[config.mk]
export PLATFORM = sky130hd
export DESIGN_NAME = evs_ctrl
export DESIGN_NICKNAME = d
export VERILOG_FILES = /design/src/rtl/core/evs_pkg.sv /design/src/rtl/core/evs_ctrl.sv
export SDC_FILE = /design/constraint.sdc
export NUM_CORES = 1
export LEC_CHECK = 0
export BUFFER_PORTS_ARGS = -buffer_cell sky130_fd_sc_hd__buf_2
export CORE_AREA = 4 4 41 43
export DETAILED_ROUTE_END_ITERATION = 6
export DIE_AREA = 0 0 45 47
export MAX_ROUTING_LAYER = met4
export PLACE_DENSITY_LB_ADDON = 0.25
export SETUP_SLACK_MARGIN = 0.2
export SLEW_MARGIN = 15
export SYNTH_ARGS = -nofsm -noshare
export SYNTH_HDL_FRONTEND = slang
export SYNTH_SLANG_ARGS = --single-unit
[constraint.sdc]
create_clock -name i_clk -period 1.7 [get_ports i_clk]
set_input_delay 0.34 -clock i_clk [delete_from_list [all_inputs] [get_ports i_clk]]
set_output_delay 0.34 -clock i_clk [all_outputs]
set_load 0.05 [all_outputs]
[src/rtl/core/evs_pkg.sv]
// ----------------------------------------------------------------------------
// evs_pkg
// Shared types and constants for the eviction victim selector.
// ----------------------------------------------------------------------------
package evs_pkg;

    localparam int ID_W   = 32;
    localparam int PRI_W  = 16;
    localparam int TIME_W = 32;

    typedef logic [1:0] t_cfg_idx;

    localparam t_cfg_idx CFG_EVICT_BY_PRIORITY = 2'd0;
    localparam t_cfg_idx CFG_EVICT_BY_AGE      = 2'd1;
    localparam t_cfg_idx CFG_AGE_THRESHOLD     = 2'd2;

    localparam logic [TIME_W-1:0] AGE_THRESHOLD_RST = 32'd300;

    typedef enum logic [1:0] {
        S_LOAD,
        S_SCAN,
        S_SHIFT,
        S_FINISH
    } t_evs_state;

    typedef struct packed {
        logic load;
        logic scan_init;
        logic shift;
        logic finish;
    } t_evs_cmd;

    typedef struct packed {
        logic scan_done;
        logic found;
        logic pend_vld;
        logic vcnt_last;
        logic out_free;
    } t_evs_sts;

    typedef struct packed {
        logic [ID_W-1:0]   id;
        logic [PRI_W-1:0]  pri;
        logic [TIME_W-1:0] queued;
        logic              preserved;
        logic [TIME_W-1:0] expiry;
    } t_evs_entry;

endpackage

[src/rtl/core/evs_ctrl.sv]
// ----------------------------------------------------------------------------
// evs_ctrl
// Sequencer: loads entries, runs one store scan per victim, and hands each
// victim to the output register one scan behind so the final one is marked.
// ----------------------------------------------------------------------------
module evs_ctrl (
    input  logic              i_clk,
    input  logic              i_rst_n,
    input  logic              i_valid,
    input  logic              i_last_entry,
    input  evs_pkg::t_evs_sts i_sts,
    output evs_pkg::t_evs_cmd o_cmd,
    output logic              o_stall
);
    import evs_pkg::*;

    t_evs_state r_state;
    t_evs_state n_state;

    always_ff @(posedge i_clk) begin
        if (!i_rst_n) begin
            r_state <= S_LOAD;
        end else begin
            r_state <= n_state;
        end
    end

    always_comb begin
        n_state = r_state;
        case (r_state)
            S_LOAD: begin
                if (i_valid && i_last_entry) begin
                    n_state = S_SCAN;
                end
            end
            S_SCAN: begin
                if (i_sts.scan_done) begin
                    n_state = i_sts.found ? S_SHIFT : S_FINISH;
                end
            end
            S_SHIFT: begin
                if (!i_sts.pend_vld || i_sts.out_free) begin
                    n_state = i_sts.vcnt_last ? S_FINISH : S_SCAN;
                end
            end
            S_FINISH: begin
                if (i_sts.out_free) begin
                    n_state = S_LOAD;
                end
            end
            default: begin
                n_state = S_LOAD;
            end
        endcase
    end

    always_comb begin
        o_cmd   = '0;
        o_stall = 1'b1;
        case (r_state)
            S_LOAD: begin
                o_stall         = 1'b0;
                o_cmd.load      = i_valid;
                o_cmd.scan_init = i_valid && i_last_entry;
            end
            S_SCAN: begin
            end
            S_SHIFT: begin
                if (!i_sts.pend_vld || i_sts.out_free) begin
                    o_cmd.shift     = 1'b1;
                    o_cmd.scan_init = !i_sts.vcnt_last;
                end
            end
            S_FINISH: begin
                o_cmd.finish = i_sts.out_free;
            end
            default: begin
            end
        endcase
    end

endmodule

After elaboration in Yosys (flattened, before gate mapping) --
Cells that the tools add are included.
Cells by class: eq/ne operators 7, muxes and demuxes 13, reduce and logical (&&, ||, !) cells 6
Operators by type and width (count):
- $mux W2 | 6
- $ne A2 B2 Y1 const B | 4
- $pmux W2 S4 | 1
- $mux W1 | 5
- $eq A2 B2 Y1 const B | 2
- $reduce_and A4 Y1 | 1
- $eq A2 B1 Y1 const B | 1
- $logic_not A1 Y1 | 2
- $logic_not A2 Y1 | 1
- $pmux W1 S2 | 1
- $logic_and A1 B1 Y1 | 1
- $logic_or A1 B1 Y1 | 1
Storage, ports and cells: register bits after elaboration 2, input bits 9, output and inout bits 5, logic and storage cells 27

Depth between registers and ports, before layout --
depth in word-level cells 4, depth in mapped cells 4, depth with buffers taken out 3

Least setup slack after synthesis --
OpenSTA, ideal clock, no wires.
path kind in2out, start point in i_sts[2] in the netlist's numbering, end point out o_cmd[1] in the netlist's numbering, arrival 1.638 ns, data required time 1.360 ns, slack -0.278 ns, stages on the path 2, buffers on the path 0, cell sequence nor2b_1 -> nor3b_1
RTL lines:
- start: declaration | RTL line evs_ctrl.sv:11 | input evs_pkg::t_evs_sts i_sts,
- end: declaration | RTL line evs_ctrl.sv:12 | output evs_pkg::t_evs_cmd o_cmd,

==> summary.md <==
| Metric | Value |
|---|---|
| Status | `finished clean` |
| FF-to-FF path depth | `2` |
| Critical path type | `flip-flop to output port` |
| First-pass detailed-route iteration total | `2` |
| Iter 0 DRT Violations | `2` |
| Rel. slew slack | `76.30%` |
| Number of H-tree levels | `1` |
| Max reg flops | `2` |
| Core Box Area | `1301 sq um` |
| Synth-to-layout area growth | `75.52%` |
| Num ports | `14` |
| Synthesized flop and latch total | `2` |
| Worst Slack Setup Final | `0.2597 ns` |
| Slowest CP cell | `dfxtp_2` |
| Buf/Inv on CP | `1` |
| Max-slew violations | `0` |
| Max Clock Skew | `0.005922 ns` |
| Post-layout util | `24.13%` |
| Final non-filler cell total | `52` |
| CP Launch Type | `flip-flop` |
| CP Cell Sequence | `and3_1 > clkbuf_4` |
| RSZ-0062 raised after global routing | `false` |
| Initial Util | `13.75%` |
| Synthesized Nets | `31` |
| First-pass GRT wire length | `855 um` |
| I/O Buffers | `13` |
| Crit Reg-Reg Startpoint | `r_state[0]` |
| DP Area | `266.5 sq um` |
| Root Buffer | `clkbuf_4` |
| Total Power | `0.2378 mW` |
| Final TNS setup | `0 ns` |
| Post-Synthesis Cells | `22` |
| R2r setup slk | `0.67 ns` |
| Hold WC Path Type | `input port to flip-flop` |
| DIE WIDTH | `45 um` |
| Syn_area_per_cell | `8.133 sq um` |
| Post-CTS Setup Inserts | `0` |
| Synth warnings | `0` |
| Placed cells | `49` |
| EDFF count, synth | `0` |
| Leakage Power | `0.1439 nW` |
| CP delay by family, top | `flip-flops` |
| FF-to-FF End | `r_state[0]` |
| Placement Setup Slack | `0.1671 ns` |
| Clk sink count | `2` |
| Top FF cell, synth | `dfxtp_1` |
| Design area | `314.1 sq um` |
| Arrival time at the worst endpoint | `1.10 ns` |
| Post-detailed-route wirelength per cell | `10.10 um` |
| Final min period | `1.440 ns` |
| GRT Total Usage | `6.270%` |
| WL final | `525 um` |
| Max cap viols | `0` |
| CP Max Fanout | `9` |
| Pwr per Cell Area | `757.2 nW/um^2` |
| Vias in the first global route | `217` |
| Routed Antenna Nets | `0` |
| Total CTS buffers | `3` |
| DRC Markers | `0` |
| # diodes | `0` |
| Worst Hold Slack | `0.3739 ns` |
| Initial antenna violation count | `0` |
| Hpwl dp | `417 um` |
| Die height | `47 um` |
| Skew-Pair Late Insertion Delay | `0.22 ns` |
| Worst endpoint required time | `1.36 ns` |
| Largest net degree at the start of global routing | `10` |
| CP Capture Type | `output port` |
| Final Hold Vio Count | `0` |
| Clock transition at path regs | `0.03 ns` |
| CTS tree | `built` |
| Nets | `48` |
| Vias after detailed routing | `207` |
| Via-to-Cell Ratio | `3.981` |
| Biggest regs | `r_state: 2 flops` |
| Share of post-route cells with drive strength above 1 | `67.57%` |
| Synthesized area | `178.9 sq um` |
| Distinct cells, synth | `18` |
| Routability cong. | `0.6499` |
| Async set-reset flop share out of synthesis | `0%` |
| DIE AREA | `2115 sq um` |
| Std cell rows | `13` |
| # setup viols final | `0` |
| Transition time of the tightest slew-check pin | `0.3510 ns` |
| Clock Tree Buf Depth | `2` |
| Post-synthesis sequential area ratio | `22.38%` |
| Worst vdd ir | `0.2454 mV` |
| Grt ovf | `0` |
| CP peak stage delay | `0.42 ns` |
| Tcrit/Tclk final | `84.72%` |
| Min-delay src | `i_rst_n` |
| Reg with most FFs | `r_state` |
| Hold EP | `r_state[0]` |
| Hold Crit Depth | `3` |
| Fmax | `694.3 MHz` |
-- worst reg2reg max path: cells and delay by family (launching register included) --
family         cells  cell delay (ns)
multiplexers       1             0.33
AO/OA/AOI/OAI      1             0.20
flip-flops         1             0.42
-- how the worst max path moves through the flow --
stage / from / to / slack [ns] / cells past startpoint
after floorplan: r_state[0] / o_cmd[3] / 0.21 / 3
after CTS: r_state[0] / o_cmd[0] / 0.23 / 2
final: r_state[0] / o_cmd[0] / 0.26 / 2
after global placement: i_sts[0] / o_cmd[2] / 0.15 / 5
after global routing: r_state[1] / o_cmd[2] / 0.21 / 4
after detailed placement: i_sts[0] / o_cmd[2] / 0.17 / 5
-- Yosys cell counts, types with 2 or more instances --
master,instances,area (sq um)
nor2_1,2,7.510
a21oi_1,2,10.01
dfxtp_1,2,40.04
nand2_1,2,7.510
-- power by group --
group / leakage [nW] / internal (mW) / total (mW) / switching, mW
registers: 0.0175 / 0.0492 / 0.0559 / 0.00667
logic: 0.113 / 0.0327 / 0.0775 / 0.0448
clock network: 0.0138 / 0.0779 / 0.104 / 0.0266
total: 0.144 / 0.160 / 0.238 / 0.0780
-- layer usage --
metal	GRT usage [%]	up-vias	routed length [um]
met2	9.322	9	227
met1	5.882	88	237
met5	-	-	0
met3	5.747	0	60
met4	1.754	0	0
li1	-	110	-
-- cell type report --
class | instances | area [sq um]
Timing Repair Buffer | 13 | 80.08
Multi-Input combinational cell | 18 | 143.9
Tap cell | 15 | 18.77
Sequential cell | 2 | 45.04
Clock buffer | 3 | 22.52
Inverter | 1 | 3.754
Fill cell | 149 | 987.2
-- cell usage in the layout, fill, tap and decap left out --
cell      instances
inv_1             1
o311ai_0          1
dfxtp_2           1
nor3_1            1
clkbuf_4          4
dfxtp_4           1
nor2_4            1
buf_6             2
or2_4             1
nor2_2            1
o21a_1            1
a21oi_1           2
nand2_1           2
mux2_4            1
nor2b_2           1
nor3b_2           1
and3_1            1
nand4b_1          1
o22a_1            1
buf_2            10
a211oi_2          1
nand2b_1          1
-- cells by family after synthesis --
kind of cell / after synthesis / synth area share (%)
buffers and inverters: 2 / 8.389
AO/OA/AOI/OAI: 6 / 26.58
multiplexers: 1 / 8.389
flip-flops: 2 / 22.38
AND/OR/NAND/NOR: 11 / 34.28
-- what timing repair did --
| item | CTS | global route |
|---|---|---|
| setup endpoints to repair | 4 | 2 |
| hold buffers | 0 | 0 |
| gates resized for setup | 7 | 3 |
| cloned | 0 | 0 |
Power figures use the tool's default switching activity.
